==> src/sv/ultrasonic_echo_ranger_assert.svh <==
// ============================================================================
// Ultrasonic echo ranger assertion macros
// Concurrent assertion shorthands used by the ranger top level.
// ============================================================================
`ifndef ULTRASONIC_ECHO_RANGER_ASSERT_SVH
`define ULTRASONIC_ECHO_RANGER_ASSERT_SVH

// Same-cycle implication, checked out of reset
`define UER_ASSERT_IMPL(label, clk, rstn, ante, cons) \
    label: assert property (@(posedge clk) disable iff (!(rstn)) (ante) |-> (cons)) \
        else $error("ranger assertion failed");

// Next-cycle implication, checked out of reset
`define UER_ASSERT_NEXT(label, clk, rstn, ante, cons) \
    label: assert property (@(posedge clk) disable iff (!(rstn)) (ante) |=> (cons)) \
        else $error("ranger assertion failed");

`endif

==> src/sv/uer_pkg.sv <==
// ============================================================================
// Ultrasonic echo ranger package
// Shared types, register indexes, defaults and the width-to-distance scaling.
// ============================================================================
package uer_pkg;

    localparam int COUNT_BITS_DEF         = 17;
    localparam int TRIGGER_LOW_TICKS_DEF  = 2;
    localparam int TRIGGER_HIGH_TICKS_DEF = 10;

    localparam int CFG_INDEX_BITS = 2;
    localparam int CFG_DATA_BITS  = 20;
    localparam int INTERVAL_BITS  = 20;
    localparam int TIMEOUT_BITS   = 16;
    localparam int DIST_BITS      = 14;
    localparam int WIDTH_OUT_BITS = 17;
    localparam int WIDTH_OUT_MAX  = 131071;

    localparam logic [CFG_INDEX_BITS-1:0] REG_ENABLE           = 2'd0;
    localparam logic [CFG_INDEX_BITS-1:0] REG_MEASURE_INTERVAL = 2'd1;
    localparam logic [CFG_INDEX_BITS-1:0] REG_ECHO_TIMEOUT     = 2'd2;

    localparam logic [INTERVAL_BITS-1:0] INTERVAL_RESET = 20'd50000;
    localparam logic [TIMEOUT_BITS-1:0]  TIMEOUT_RESET  = 16'd30000;

    // floor(w * 343 / 2000) == (w * ceil(343 * 2^27 / 2000)) >> 27 for w < 2^16
    localparam int               DIST_SHIFT = 27;
    localparam int               RECIP_BITS = 25;
    localparam int               PROD_BITS  = TIMEOUT_BITS + RECIP_BITS;
    localparam logic [RECIP_BITS-1:0] DIST_RECIP = 25'd23018341;

    typedef enum logic [1:0] {
        EV_NONE,
        EV_NO_RESPONSE,
        EV_STUCK_HIGH,
        EV_TOO_LONG
    } event_t;

    typedef struct packed {
        logic                     enable;
        logic [INTERVAL_BITS-1:0] measure_interval_us;
        logic [TIMEOUT_BITS-1:0]  echo_timeout_us;
    } cfg_t;

    typedef struct packed {
        logic                      trigger_level;
        logic                      sample_valid;
        logic [DIST_BITS-1:0]      distance_mm;
        logic [WIDTH_OUT_BITS-1:0] echo_width_us;
        event_t                    event_code;
    } result_t;

    function automatic logic [DIST_BITS-1:0] mm_from_width(input logic [TIMEOUT_BITS-1:0] w);
        logic [PROD_BITS-1:0] prod;
        prod = PROD_BITS'(w) * PROD_BITS'(DIST_RECIP);
        return prod[DIST_SHIFT +: DIST_BITS];
    endfunction

endpackage

==> src/sv/uer_core.sv <==
// ============================================================================
// Ultrasonic echo ranger tick engine
// Trigger sequencing, echo edge timing and result formation, one tick per
// advance.
// ============================================================================
module uer_core #(
    parameter int COUNT_BITS         = uer_pkg::COUNT_BITS_DEF,
    parameter int TRIGGER_LOW_TICKS  = uer_pkg::TRIGGER_LOW_TICKS_DEF,
    parameter int TRIGGER_HIGH_TICKS = uer_pkg::TRIGGER_HIGH_TICKS_DEF
) (
    input  logic             aclk,
    input  logic             aresetn,
    input  logic             advance,
    input  logic             echo_level,
    input  uer_pkg::cfg_t    cfg,
    output uer_pkg::result_t result
);
    import uer_pkg::*;

    localparam int MAX_TICKS = (TRIGGER_LOW_TICKS > TRIGGER_HIGH_TICKS) ?
                               TRIGGER_LOW_TICKS : TRIGGER_HIGH_TICKS;
    localparam int STEP_BITS = $clog2(MAX_TICKS + 1);

    typedef enum logic [2:0] {
        PH_ARMED,
        PH_TRIG_LOW,
        PH_TRIG_HIGH,
        PH_WAIT_RISE,
        PH_WAIT_FALL
    } phase_t;

    phase_t                   phase_reg, phase_next, phase_cur;
    logic [STEP_BITS-1:0]     step_reg, step_next, step_cur, step_inc;
    logic [INTERVAL_BITS-1:0] interval_reg, interval_next;
    logic [INTERVAL_BITS:0]   interval_inc;
    logic [COUNT_BITS-1:0]    since_reg, since_next, since_inc;
    logic [COUNT_BITS-1:0]    width_reg, width_next, width_inc;
    logic [COUNT_BITS-1:0]    timeout_ext;
    logic                     prev_echo_reg;
    logic                     rising, falling, mtick;
    result_t                  result_reg, result_next;

    assign rising       = echo_level & ~prev_echo_reg;
    assign falling      = ~echo_level & prev_echo_reg;
    assign mtick        = (interval_reg == '0);
    assign interval_inc = {1'b0, interval_reg} + 1'b1;
    assign since_inc    = (since_reg == '1) ? since_reg : since_reg + 1'b1;
    assign width_inc    = (width_reg == '1) ? width_reg : width_reg + 1'b1;
    assign timeout_ext  = COUNT_BITS'(cfg.echo_timeout_us);
    assign step_inc     = step_cur + 1'b1;

    always_comb begin
        phase_next    = phase_reg;
        step_next     = step_reg;
        interval_next = interval_reg;
        since_next    = since_reg;
        width_next    = width_reg;
        phase_cur     = phase_reg;
        step_cur      = step_reg;

        result_next.trigger_level = 1'b0;
        result_next.sample_valid  = 1'b0;
        result_next.distance_mm   = '0;
        result_next.echo_width_us = '0;
        result_next.event_code    = EV_NONE;

        if (!cfg.enable) begin
            phase_next                = PH_ARMED;
            step_next                 = '0;
            interval_next             = '0;
            since_next                = '0;
            width_next                = '0;
            result_next.trigger_level = 1'b1;
        end else begin
            interval_next = (interval_inc >= {1'b0, cfg.measure_interval_us}) ?
                            '0 : interval_inc[INTERVAL_BITS-1:0];

            if (phase_reg == PH_ARMED && mtick) begin
                phase_cur = PH_TRIG_LOW;
                step_cur  = '0;
            end
            phase_next = phase_cur;
            step_next  = step_cur;

            case (phase_cur)
                PH_ARMED: begin
                end
                PH_TRIG_LOW: begin
                    if (step_inc >= STEP_BITS'(TRIGGER_LOW_TICKS)) begin
                        phase_next = PH_TRIG_HIGH;
                        step_next  = '0;
                    end else begin
                        step_next  = step_inc;
                    end
                end
                PH_TRIG_HIGH: begin
                    result_next.trigger_level = 1'b1;
                    if (step_inc >= STEP_BITS'(TRIGGER_HIGH_TICKS)) begin
                        phase_next = PH_WAIT_RISE;
                        step_next  = '0;
                        since_next = '0;
                    end else begin
                        step_next  = step_inc;
                    end
                end
                PH_WAIT_RISE: begin
                    if (rising) begin
                        phase_next = PH_WAIT_FALL;
                        width_next = '0;
                    end else if (mtick && since_reg >= timeout_ext) begin
                        result_next.event_code = EV_NO_RESPONSE;
                        phase_next             = PH_ARMED;
                    end else begin
                        since_next = since_inc;
                    end
                end
                PH_WAIT_FALL: begin
                    width_next = width_inc;
                    if (falling) begin
                        result_next.echo_width_us =
                            (width_inc > COUNT_BITS'(WIDTH_OUT_MAX)) ?
                            WIDTH_OUT_BITS'(WIDTH_OUT_MAX) : WIDTH_OUT_BITS'(width_inc);
                        if (width_inc > timeout_ext) begin
                            result_next.event_code = EV_TOO_LONG;
                        end else begin
                            result_next.sample_valid = 1'b1;
                            result_next.distance_mm  =
                                mm_from_width(width_inc[TIMEOUT_BITS-1:0]);
                        end
                        phase_next = PH_ARMED;
                    end else if (rising) begin
                        width_next = '0;
                    end else if (mtick) begin
                        result_next.event_code = EV_STUCK_HIGH;
                        phase_next             = PH_ARMED;
                    end
                end
                default: begin
                    phase_next = PH_ARMED;
                end
            endcase
        end
    end

    always_ff @(posedge aclk) begin
        if (!aresetn) begin
            phase_reg     <= PH_ARMED;
            step_reg      <= '0;
            interval_reg  <= '0;
            since_reg     <= '0;
            width_reg     <= '0;
            prev_echo_reg <= 1'b0;
        end else if (advance) begin
            phase_reg     <= phase_next;
            step_reg      <= step_next;
            interval_reg  <= interval_next;
            since_reg     <= since_next;
            width_reg     <= width_next;
            prev_echo_reg <= echo_level;
            result_reg    <= result_next;
        end
    end

    assign result = result_reg;

endmodule

==> src/sv/ultrasonic_echo_ranger.sv <==
// ============================================================================
// Ultrasonic echo ranger
// Drives the sensor trigger pulse, times the echo and reports distance in
// millimetres or a fault event, one result transaction per tick transaction.
// ============================================================================
//  channel  | handshake              | payload
//  ---------+------------------------+------------------------------------------
//  s_ tick  | s_valid / s_ready      | s_echo_level
//  m_ result| m_valid / m_ready      | m_trigger_level, m_sample_valid,
//           |                        | m_distance_mm, m_echo_width_us, m_event_code
//  cfg      | cfg_we (no wait)       | cfg_index, cfg_wdata
//
//  One tick transaction per cycle sustained while m_ready is high; the result
//  is registered at the edge that moves the tick out of the input register,
//  and can be taken from the following edge on.
//  The tick engine is a single registered pass; its longest path is the
//  16 x 25 bit scaling multiply on a falling echo edge.
//  A stalled m_ready holds the result register and backs up into s_ready.
//  Synchronous active-low reset; all registers but echo_reg and result_reg reset.
// ============================================================================
`include "ultrasonic_echo_ranger_assert.svh"

module ultrasonic_echo_ranger #(
    parameter int COUNT_BITS         = uer_pkg::COUNT_BITS_DEF,
    parameter int TRIGGER_LOW_TICKS  = uer_pkg::TRIGGER_LOW_TICKS_DEF,
    parameter int TRIGGER_HIGH_TICKS = uer_pkg::TRIGGER_HIGH_TICKS_DEF
) (
    input  logic                                  aclk,
    input  logic                                  aresetn,
    input  logic                                  cfg_we,
    input  logic [uer_pkg::CFG_INDEX_BITS-1:0]    cfg_index,
    input  logic [uer_pkg::CFG_DATA_BITS-1:0]     cfg_wdata,
    input  logic                                  s_valid,
    output logic                                  s_ready,
    input  logic                                  s_echo_level,
    output logic                                  m_valid,
    input  logic                                  m_ready,
    output logic                                  m_trigger_level,
    output logic                                  m_sample_valid,
    output logic [uer_pkg::DIST_BITS-1:0]         m_distance_mm,
    output logic [uer_pkg::WIDTH_OUT_BITS-1:0]    m_echo_width_us,
    output logic [1:0]                            m_event_code
);
    import uer_pkg::*;

    cfg_t    cfg_reg;
    result_t result;
    logic    in_valid_reg, in_valid_next;
    logic    echo_reg;
    logic    m_valid_reg, m_valid_next;
    logic    advance;

    assign advance       = in_valid_reg & (~m_valid_reg | m_ready);
    assign s_ready       = ~in_valid_reg | advance;
    assign in_valid_next = (s_valid & s_ready) | (in_valid_reg & ~advance);
    assign m_valid_next  = advance | (m_valid_reg & ~m_ready);

    always_ff @(posedge aclk) begin
        if (!aresetn) begin
            in_valid_reg <= 1'b0;
            m_valid_reg  <= 1'b0;
        end else begin
            in_valid_reg <= in_valid_next;
            m_valid_reg  <= m_valid_next;
        end
    end

    always_ff @(posedge aclk) begin
        if (s_valid && s_ready) begin
            echo_reg <= s_echo_level;
        end
    end

    always_ff @(posedge aclk) begin
        if (!aresetn) begin
            cfg_reg.enable              <= 1'b1;
            cfg_reg.measure_interval_us <= INTERVAL_RESET;
            cfg_reg.echo_timeout_us     <= TIMEOUT_RESET;
        end else if (cfg_we) begin
            case (cfg_index)
                REG_ENABLE:           cfg_reg.enable <= cfg_wdata[0];
                REG_MEASURE_INTERVAL: cfg_reg.measure_interval_us <=
                                          cfg_wdata[INTERVAL_BITS-1:0];
                REG_ECHO_TIMEOUT:     cfg_reg.echo_timeout_us <=
                                          cfg_wdata[TIMEOUT_BITS-1:0];
                default: begin
                end
            endcase
        end
    end

    uer_core #(
        .COUNT_BITS         (COUNT_BITS),
        .TRIGGER_LOW_TICKS  (TRIGGER_LOW_TICKS),
        .TRIGGER_HIGH_TICKS (TRIGGER_HIGH_TICKS)
    ) u_core (
        .aclk       (aclk),
        .aresetn    (aresetn),
        .advance    (advance),
        .echo_level (echo_reg),
        .cfg        (cfg_reg),
        .result     (result)
    );

    assign m_valid         = m_valid_reg;
    assign m_trigger_level = result.trigger_level;
    assign m_sample_valid  = result.sample_valid;
    assign m_distance_mm   = result.distance_mm;
    assign m_echo_width_us = result.echo_width_us;
    assign m_event_code    = result.event_code;

    `UER_ASSERT_NEXT(a_advance_fills_output, aclk, aresetn, advance, m_valid_reg)
    `UER_ASSERT_IMPL(a_sample_clean, aclk, aresetn, m_valid && m_sample_valid,
        (m_event_code == EV_NONE) && (m_echo_width_us != '0))
    `UER_ASSERT_IMPL(a_fault_no_width, aclk, aresetn,
        m_valid && ((m_event_code == EV_NO_RESPONSE) || (m_event_code == EV_STUCK_HIGH)),
        !m_sample_valid && (m_echo_width_us == '0))

endmodule
==> config.mk <==
export PLATFORM = sky130hd
export DESIGN_NAME = ultrasonic_echo_ranger
export DESIGN_NICKNAME = d
export VERILOG_FILES = /design/src/sv/uer_pkg.sv /design/src/sv/uer_core.sv /design/src/sv/ultrasonic_echo_ranger.sv
export VERILOG_INCLUDE_DIRS = /design/src /design/src/sv
export SDC_FILE = /design/constraint.sdc
export NUM_CORES = 1
export LEC_CHECK = 0
export BUFFER_PORTS_ARGS = -buffer_cell sky130_fd_sc_hd__buf_2
export CAP_MARGIN = 20
export CORE_ASPECT_RATIO = 1.1
export CORE_UTILIZATION = 40
export DETAILED_ROUTE_END_ITERATION = 16
export PLACE_DENSITY_LB_ADDON = 0.15
export SLEW_MARGIN = 5
export SYNTH_ARGS = -nofsm -noshare
export SYNTH_HDL_FRONTEND = slang
export SYNTH_HIERARCHICAL = 1
export SYNTH_SLANG_ARGS = --single-unit
==> constraint.sdc <==
create_clock -name aclk -period 15.55 [get_ports aclk]
set_input_delay 3.11 -clock aclk [delete_from_list [all_inputs] [get_ports aclk]]
set_output_delay 3.11 -clock aclk [all_outputs]
set_load 0.01 [all_outputs]
# Word-level counts from Yosys, hierarchy flattened
# Index checks and enable logic that the tools add are counted.
word_totals:
  regBits: 137
  in_bits: 28
  out_inout_bits: 37
  wordCells: 118
op_classes:
  n_addsub: 4
  multipliers: 1
  n_lt_le_gt_ge: 6
  n_eq_ne: 15
  n_mux: 41
  bitwise: 19
  reduce_logical: 15
op_table:
  columns: ["cell", "count"]
  rows:
  - ["17-bit two-way mux", 11]
  - ["17-bit case mux with 2 select lines", 2]
  - ["16-bit by 25-bit multiplier with 41-bit output (second input constant)", 1]
  - ["20-bit two-way mux", 2]
  - ["17-bit by 1-bit adder with 17-bit output (second input constant)", 2]
  - ["17-bit == test (second input constant)", 2]
  - ["3-bit two-way mux", 10]
  - ["20-bit by 1-bit adder with 21-bit output (second input constant)", 1]
  - ["21-bit by 20-bit >= comparator with 1-bit output", 1]
  - ["20-bit logical NOT", 1]
  - ["4-bit two-way mux", 5]
  - ["17-bit by 16-bit >= comparator with 1-bit output", 1]
  - ["17-bit by 16-bit > comparator with 1-bit output", 1]
  - ["17-bit > comparator (second input constant)", 1]
  - ["15-bit two-way mux", 1]
  - ["3-bit case mux with 5 select lines", 1]
  - ["3-bit != test (second input constant)", 3]
  - ["1-bit inverter", 9]
  - ["2-bit two-way mux", 4]
  - ["4-bit case mux with 2 select lines", 1]
  - ["2-bit AND reduction", 4]
  - ["1-bit AND", 6]
  - ["3-bit by 2-bit == test with 1-bit output (second input constant)", 2]
  - ["3-bit logical NOT", 2]
  - ["other kinds (17)", 27]

# Logic depth before layout (Yosys ltp)
# Gate-level depths: netlist of the first run.
logic_depth:
  depth_word: 9
  depth_mapped: 28
  ltp_nobuf: 27

# By module
# Netlist of the first run, hierarchy kept.
by_module_without_submodules:
  columns: ["module", "instances", "cells_per_inst", "area_per_inst_um2", "seq_area_each_um2"]
  rows:
  - ["uer_core", 1, 1471, 13202.7, 2292.2]
  - ["ultrasonic_echo_ranger", 1, 167, 1682.9, 810.8]

# Least setup slack after synthesis of the first run
# OpenSTA, ideal clock, no wires.
synth_timing:
  path_kind: "register to register"
  start: "reg u_core.width_reg[1]"
  end: "reg u_core.result_reg (netlist bit u_core/result[28]), data pin"
  setup_ns: 0.257
  arrival_ns: 7.374
  t_required_ns: 15.293
  slack_ns: 7.919
  path_stages_with_launch: 27
  n_path_buf: 1
  period_less_slack_ns: 7.631
  cell_sequence: "dfxtp_1 ha_1 nand3_1 nor3_2 buf_4 a21oi_2 nand3_1 xnor2_1 inv_1 fa_1 inv_1 fa_1 fa_1 fa_1 fa_1 inv_1 fa_1 inv_1 ha_1 a2111oi_0 o21ai_0 a311oi_1 nor2_1 or3_1 a211oi_1 xor2_1 nor2_1"
synth_between:
  elab_chain_len: 4
  elab_cells_between_ends: 6
  classes_between: "add/sub: 1; mul: 1; order compare: 1; eq/ne: 1; mux: 1; reduce/logical: 1"
synth_lines:
  columns: ["item", "line", "source"]
  rows:
  - ["start: declaration", "uer_core.sv:37", "logic [COUNT_BITS-1:0] width_reg, width_next, width_inc;"]
  - ["start signal: assignment", "uer_core.sv:158", "width_reg <= width_next;"]
  - ["17-bit by 1-bit adder with 17-bit output or 17-bit == test (tied branches)", "uer_core.sv:48", "assign width_inc = (width_reg == '1) ? width_reg : width_reg + 1'b1;"]
  - ["17-bit two-way mux (*)", "uer_core.sv:48", null]
  - ["parallel branches: the longest is 2 deep, another holds 16-bit by 25-bit multiplier with 41-bit output", null, null]
  - ["end signal: assignment", "uer_core.sv:160", "result_reg <= result_next;"]
  - ["end: declaration", "uer_core.sv:41", "result_t result_reg, result_next;"]
# Every way passes the cells marked *.
# A chain may end at the register's enable or synchronous reset.

# Worst setup path after layout of the first run
layout_timing:
  start: "reg u_core.width_reg[0]"
  end: "reg u_core.result_reg (netlist bit u_core/result[31]), data pin"
# The elaborated chain is that of the path after synthesis.

==> impl_metrics.csv, run 1 <==
group,metric,value,unit
clocking,post_cts_resized,0,
sta,setup_slack,6.47,ns
synth,synth_ff_type,"dfxtp_1",
power,peakVddDrop,0.0000754,V
route,wirelength,40.0,mm
layout,regArea,0.00310,mm2
layout,final_core_util,44.6,%
power,combPwrFrac,6.5,%
setup_path,crit_type,"register to register",
layout,stdcell_count,2184,
route,wl_per_cell,18.3,um
synth,synth_compound_area_share,10.3,%
placement,place_inst,2153,
clocking,post_cts_buffers,0,
synth,synth_top_family_by_area,"adder cells",
synth,synth_top_area_share,20.3,%
outcome,status,"finished clean",
synth,synth_fp_nets,2020,
sta,setup_tns,0,ns
synth,synth-simple-area-share,15.7,%
floorplan,floorplan.rows,73,
clocking,clk_latency,0.43,ns
route,ant_nets,0,
route,drc_errors,0,
floorplan,dieArea,0.0380,mm2
clocking,clockRootBuffer,"clkbuf_16",
synth,synth-seq-area-share,20.8,%
route,vias,11400,
grt,grt_overflow,0,
route,via_per_inst,5.20,
synth,yosysWarnings,6,
sta,slew_violations,0,
floorplan,die_h,204,um
synth,async_reset_ff_share,0,%
sta,finalHoldViolCount,0,
sta,worst_pin_slew,0.989,ns
layout,fill_cells,3582,
synth,synth_mux_area_share,2.25,%
clocking,tritoncts,"yes",
clocking,hold_buffers,0,
power,p_sw_share,24.3,%
floorplan,pin_count,65,
layout,layout-drive-gt1-share,8.54,%
floorplan,core,0.0364,mm2
synth,ys_ff_latch,137,
grt,grt_max_degree,68,
sta,layout_min_cycle_time,9.08,ns
placement,gp_congestion,0.909,
placement,dpl.hpwl,32.9,mm
power,p_leak,8.07,nW
synth,syn_area_per_cell,9.09,um2
setup_path,r2r_cells,26,
power,clock_power_share,49.1,%
grt,grt_first_pass_wirelength,63.6,mm
power,power_density,52.4,mW/mm2
layout,final_nets,2067,
setup_path,cp.required,15.71,ns
layout,diodes,0,
grt,grt_use_total,22.2,%
synth,synth_edf_count,36,
synth,netlist_top_cells_area,"fa_1 20%, ha_1 17%, dfxtp_1 14%",
layout,multi_input_area,0.0104,mm2
clocking,clock_sinks,137,
placement,pre_cts_ws,6.52,ns
synth,yosysTopAreaCell,"fa_1",
setup_path,crit_fanout,12,
clocking,cts.clk_slew.worst_paths,0.07,ns
route,drt_iter0_markers,517,
hold_path,hp-class,"register to register",
placement,io_buffers,64,
power,internal_power,0.645,mW
sta,finClkSkew,0.0112,ns
grt,antenna_found_initial,1,
flow_run,drv_cap,0,
synth,synth_xor_area_share,4.20,%
synth,syn_inst,1638,
power,power_frac_seq,44.4,%
power,switchingPower,0.207,mW
sta,rsz0062_at_grt,"no",
grt,grt_pass1_vias,11800,
setup_path,critPathLaunchType,"register",
synth,synth_cell_type_count,79,
sta,fin_crit_sh,58.4,%
clocking,cts_htree_levels,4,
route,dr.pass1.iters,5,
floorplan,initial_core_util,40.8,%
sta,slew_headroom,33.6,%
sta,setup_viol_count_final,0,
setup_path,r2r_slack,6.47,ns
setup_path,crit_path_end_kind,"register",
synth,synth_area,0.0149,mm2
setup_path,cp_data_arrival_time,9.24,ns
hold_path,min_path_cells,2,
synth,synth_fa_ha_area_share,37.4,%
floorplan,die_w,186,um
layout,largest_reg_flops,37,
clocking,cts_buffers,17,
clocking,clockBufferDepth,2,
layout,area_growth_syn_to_layout,9.19,%
sta,fmax,110,MHz
==> critical path, cell delays in order (launching register included) <==
cell     delay, ns
dfxtp_1       0.49
ha_1          0.33
nand3_1       0.15
nor3_2        0.69
a21oi_2       0.26
nand4_1       0.19
xor2_1        0.50
inv_1         0.45
fa_1          0.67
inv_1         0.10
fa_1          0.51
inv_1         0.05
fa_1          0.47
fa_1          0.53
fa_1          0.55
inv_1         0.06
fa_1          0.52
inv_1         0.04
ha_1          0.31
and4_1        0.24
and3_1        0.19
nand3_1       0.16
o32ai_1       0.69
o31ai_1       0.23
o21ai_0       0.25
xnor2_1       0.14
nor2_1        0.05
==> kinds of logic after synthesis <==
group | after synthesis
AND/OR/NAND/NOR | 461
flip-flops | 137
buffers and inverters | 349
multiplexers | 33
adder cells (fa/ha/maj) | 355
AO/OA/AOI/OAI | 234
XOR/XNOR | 69
==> power groups by stage <==
stage	Combinational, mW	Clock (mW)	Sequential (mW)
after global placement	0.0553	0	0.386
final	0.0554	0.419	0.378
after CTS	0.0561	0.430	0.379
after floorplan	0.0384	0	0.386
after detailed placement	0.0560	0	0.386
after global routing	0.0619	0.444	0.380
==> metrics by stage <==
stage	hold slack (ns)	cell area [um2]	total power [mW]
2_1_floorplan	0.435	14900	0.424
3_3_place_gp	0.445	15700	0.442
3_5_place_dp	0.452	15700	0.442
4_1_cts	0.461	16300	0.865
5_1_grt	0.479	16300	0.886
6_report	0.456	16300	0.852
==> metal layers <==
| metal | global-route usage (%) | routed length [um] | vias up |
|---|---|---|---|
| met1 | 26.8 | 17100 | 5477 |
| met4 | 8.87 | 1470 | 2 |
| met2 | 39.2 | 20000 | 216 |
| met5 | 0 | 13 | - |
| met3 | 3.39 | 1350 | 72 |
| li1 | - | - | 5586 |
==> cell usage in the layout, fill, tap and decap left out, types with 44 or more instances in the layout <==
master and count:
a21oi_1 77, buf_2 64, ha_1 203, dfxtp_1 101
xnor2_1 44, nand2_1 123, inv_1 299, nor2_1 102
fa_1 151, nand3_1 61
==> cells in the mapped netlist (23+ instances only) <==
library cell and instances:
xnor2_1 44, nand4_1 29, mux2i_1 31, xor2_1 23, ha_1 203, fa_1 151
edfxtp_1 36, nor2_1 103, nand2_1 123, o21ai_0 41, nand3_1 61, dfxtp_1 101
clkbuf_1 26, a21oi_1 77, inv_1 299
==> worst paths after layout <==
check	startpoint	to
max reg2reg	u_core/width_reg[0]	u_core/result[31]
min	cfg_reg[28]	cfg_reg[28]
max	u_core/width_reg[0]	u_core/result[31]
min reg2reg	cfg_reg[28]	cfg_reg[28]
==> area by class of cell <==
cell class                 count  share of cell area, %
multi-input combinational   1152                   64.1
sequential                   137                   19.1
inverter                     300                   6.93
tap                          487                   3.75
clock buffer                  19                   2.66
timing repair buffer          77                   2.57
clock inverter                12                  0.916
Note: power is estimated with default switching activity, not from simulation.
==> inputs of run 2 (changes only) <==
==> constraint.sdc (replaced) <==
create_clock -name aclk -period 7.3 [get_ports aclk]
set_input_delay 1.46 -clock aclk [delete_from_list [all_inputs] [get_ports aclk]]
set_output_delay 1.46 -clock aclk [all_outputs]
set_load 0.01 [all_outputs]
==> impl_metrics.csv, run 2 (same netlist as run 1, synthesis figures left out) <==
group,metric,value,unit
clocking,cts_htree_levels,4,
power,clock_power_share,49.9,%
clocking,clock_sinks,137,
hold_path,min_path_cells,2,
power,power_frac_seq,43.7,%
setup_path,cp.required,7.47,ns
route,via_per_inst,5.15,
layout,final_nets,2148,
floorplan,die_h,204,um
layout,fill_cells,3527,
setup_path,crit_type,"register to register",
sta,layout_min_cycle_time,7.03,ns
sta,slew_headroom,28.6,%
power,internal_power,1.40,mW
layout,regArea,0.00311,mm2
flow_run,drv_cap,0,
grt,grt_first_pass_wirelength,65.2,mm
clocking,cts_buffers,17,
floorplan,initial_core_util,40.8,%
sta,worst_pin_slew,1.07,ns
setup_path,worstReg2RegStart,"u_core/width_reg[0]",
floorplan,pin_count,65,
clocking,clockBufferDepth,2,
layout,final_common_cell,"inv_1",
layout,layout_common_cells,"296 x inv_1, 202 x ha_1, 151 x fa_1",
clocking,cts.clk_slew.worst_paths,0.07,ns
sta,fmax,142,MHz
setup_path,critPathLaunchType,"register",
placement,gp_congestion,0.925,
layout,largest_reg_flops,37,
power,p_leak,8.51,nW
power,p_total,1.84,mW
placement,dpl.hpwl,34.2,mm
route,dr.pass1.iters,5,
placement,io_buffers,64,
clocking,clockRootBuffer,"clkbuf_16",
clocking,tritoncts,"yes",
setup_path,r2r_slack,0.27,ns
grt,grt_use_total,22.9,%
grt,grt_pass1_vias,12000,
route,drt_iter0_markers,496,
floorplan,dieArea,0.0380,mm2
sta,setup_viol_count_final,0,
floorplan,core,0.0364,mm2
route,wl_per_cell,18.1,um
layout,multi_input_area,0.0106,mm2
sta,finClkSkew,0.0117,ns
clocking,hold_buffers,0,
power,switchingPower,0.448,mW
floorplan,die_w,186,um
setup_path,crit_path_end_kind,"register",
sta,finalHoldViolCount,0,
sta,setup_slack,0.272,ns
grt,grt_max_degree,69,
sta,slew_violations,0,
sta,rsz0062_at_grt,"yes",
grt,grt_overflow,0,
setup_path,crit_fanout,8,
route,drc_errors,0,
outcome,status,"finished clean",
power,combPwrFrac,6.4,%
layout,layout-drive-gt1-share,13.9,%
route,vias,11700,
power,p_sw_share,24.3,%
hold_path,worstHoldStart,"cfg_reg[34]",
setup_path,r2r_cells,26,
grt,antenna_found_initial,0,
setup_path,regToRegEndpoint,"u_core/result[27]",
setup_path,cp_data_arrival_time,7.19,ns
power,power_density,108,mW/mm2
route,ant_nets,0,
floorplan,floorplan.rows,73,
clocking,clk_latency,0.44,ns
power,peakVddDrop,0.000198,V
sta,fin_crit_sh,96.3,%
route,wirelength,41.1,mm
layout,area_growth_syn_to_layout,14.4,%
hold_path,hp-class,"register to register",
layout,diodes,0,
placement,pre_cts_ws,0.0169,ns
hold_path,hold-path-endpoint,"cfg_reg[34]",
## run 2: area by class of cell
class	count	area share, %
Inverter	300	6.61
Timing Repair Buffer	158	6.05
Tap cell	487	3.58
Multi-Input combinational cell	1152	62.0
Sequential cell	137	18.2
Clock buffer	22	2.73
Clock inverter	10	0.830
## run 2: critical path, stage by stage, from the launching register on
cell      delay, ns
dfxtp_1        0.33
buf_4          0.15
nand3_1        0.20
a21oi_4        0.22
nand3_1        0.20
xnor2_4        0.19
buf_4          0.17
ha_1           0.32
inv_1          0.14
fa_1           0.55
inv_1          0.05
fa_1           0.54
fa_1           0.45
fa_1           0.56
inv_1          0.06
fa_1           0.54
inv_1          0.04
ha_1           0.32
and4_1         0.25
and3_1         0.20
o31ai_1        0.09
a31oi_1        0.13
buf_4          0.18
o31ai_2        0.39
nand2_1        0.15
a211oi_1       0.25
nor3_1         0.06
## run 2: timing repair
item,CTS,global route
pin swaps,0,7
gates resized for setup,1,26
buffers inserted,0,1
gates cloned,0,0
setup endpoints to repair,1,13
## run 2: power groups by stage
stage               sequential, mW  clock, mW  combinational, mW
finish                       0.806      0.920              0.118
global route                 0.809      0.973              0.132
CTS                          0.807      0.942              0.120
detailed placement           0.823          0              0.119
global placement             0.823          0              0.118
floorplan                    0.822          0             0.0818
## run 2: stage by stage
| step | hold slack (ns) | TNS [ns] | std cells | instance area, um2 | utilization, % |
|---|---|---|---|---|---|
| global route | 0.476 | -0.00998 | 2266 | 17000 | 46.7 |
| CTS | 0.459 | 0 | 2265 | 16900 | 46.4 |
| detailed placement | 0.448 | 0 | 2233 | 16300 | 44.7 |
| finish | 0.453 | 0 | 2266 | 17000 | 46.7 |
| floorplan | 0.435 | 0 | 1638 | 14900 | - |
| global placement | 0.444 | 0 | 2232 | 16300 | 44.7 |
## run 2: routing by layer
| metal | up-vias | global-route usage, % | part of all wire (%) |
|---|---|---|---|
| met5 | - | 0 | 0 |
| met4 | 0 | 9.25 | 3.4 |
| li1 | 5731 | - | - |
| met3 | 68 | 3.55 | 3.4 |
| met2 | 233 | 40.8 | 51 |
| met1 | 5649 | 27.1 | 42 |
## run 2: worst max-delay path by stage
stage               slack, ns  depth (start not counted)           startpoint                end
detailed placement       0.02                         26  u_core/width_reg[0]  u_core/result[27]
finish                   0.27                         26  u_core/width_reg[0]  u_core/result[27]
global route           -0.008                         27  u_core/width_reg[0]  u_core/result[28]
floorplan                0.01                         26  u_core/width_reg[1]  u_core/result[28]
CTS                      0.05                         26  u_core/width_reg[1]  u_core/result[28]
global placement         0.09                         25  u_core/width_reg[0]  u_core/result[27]
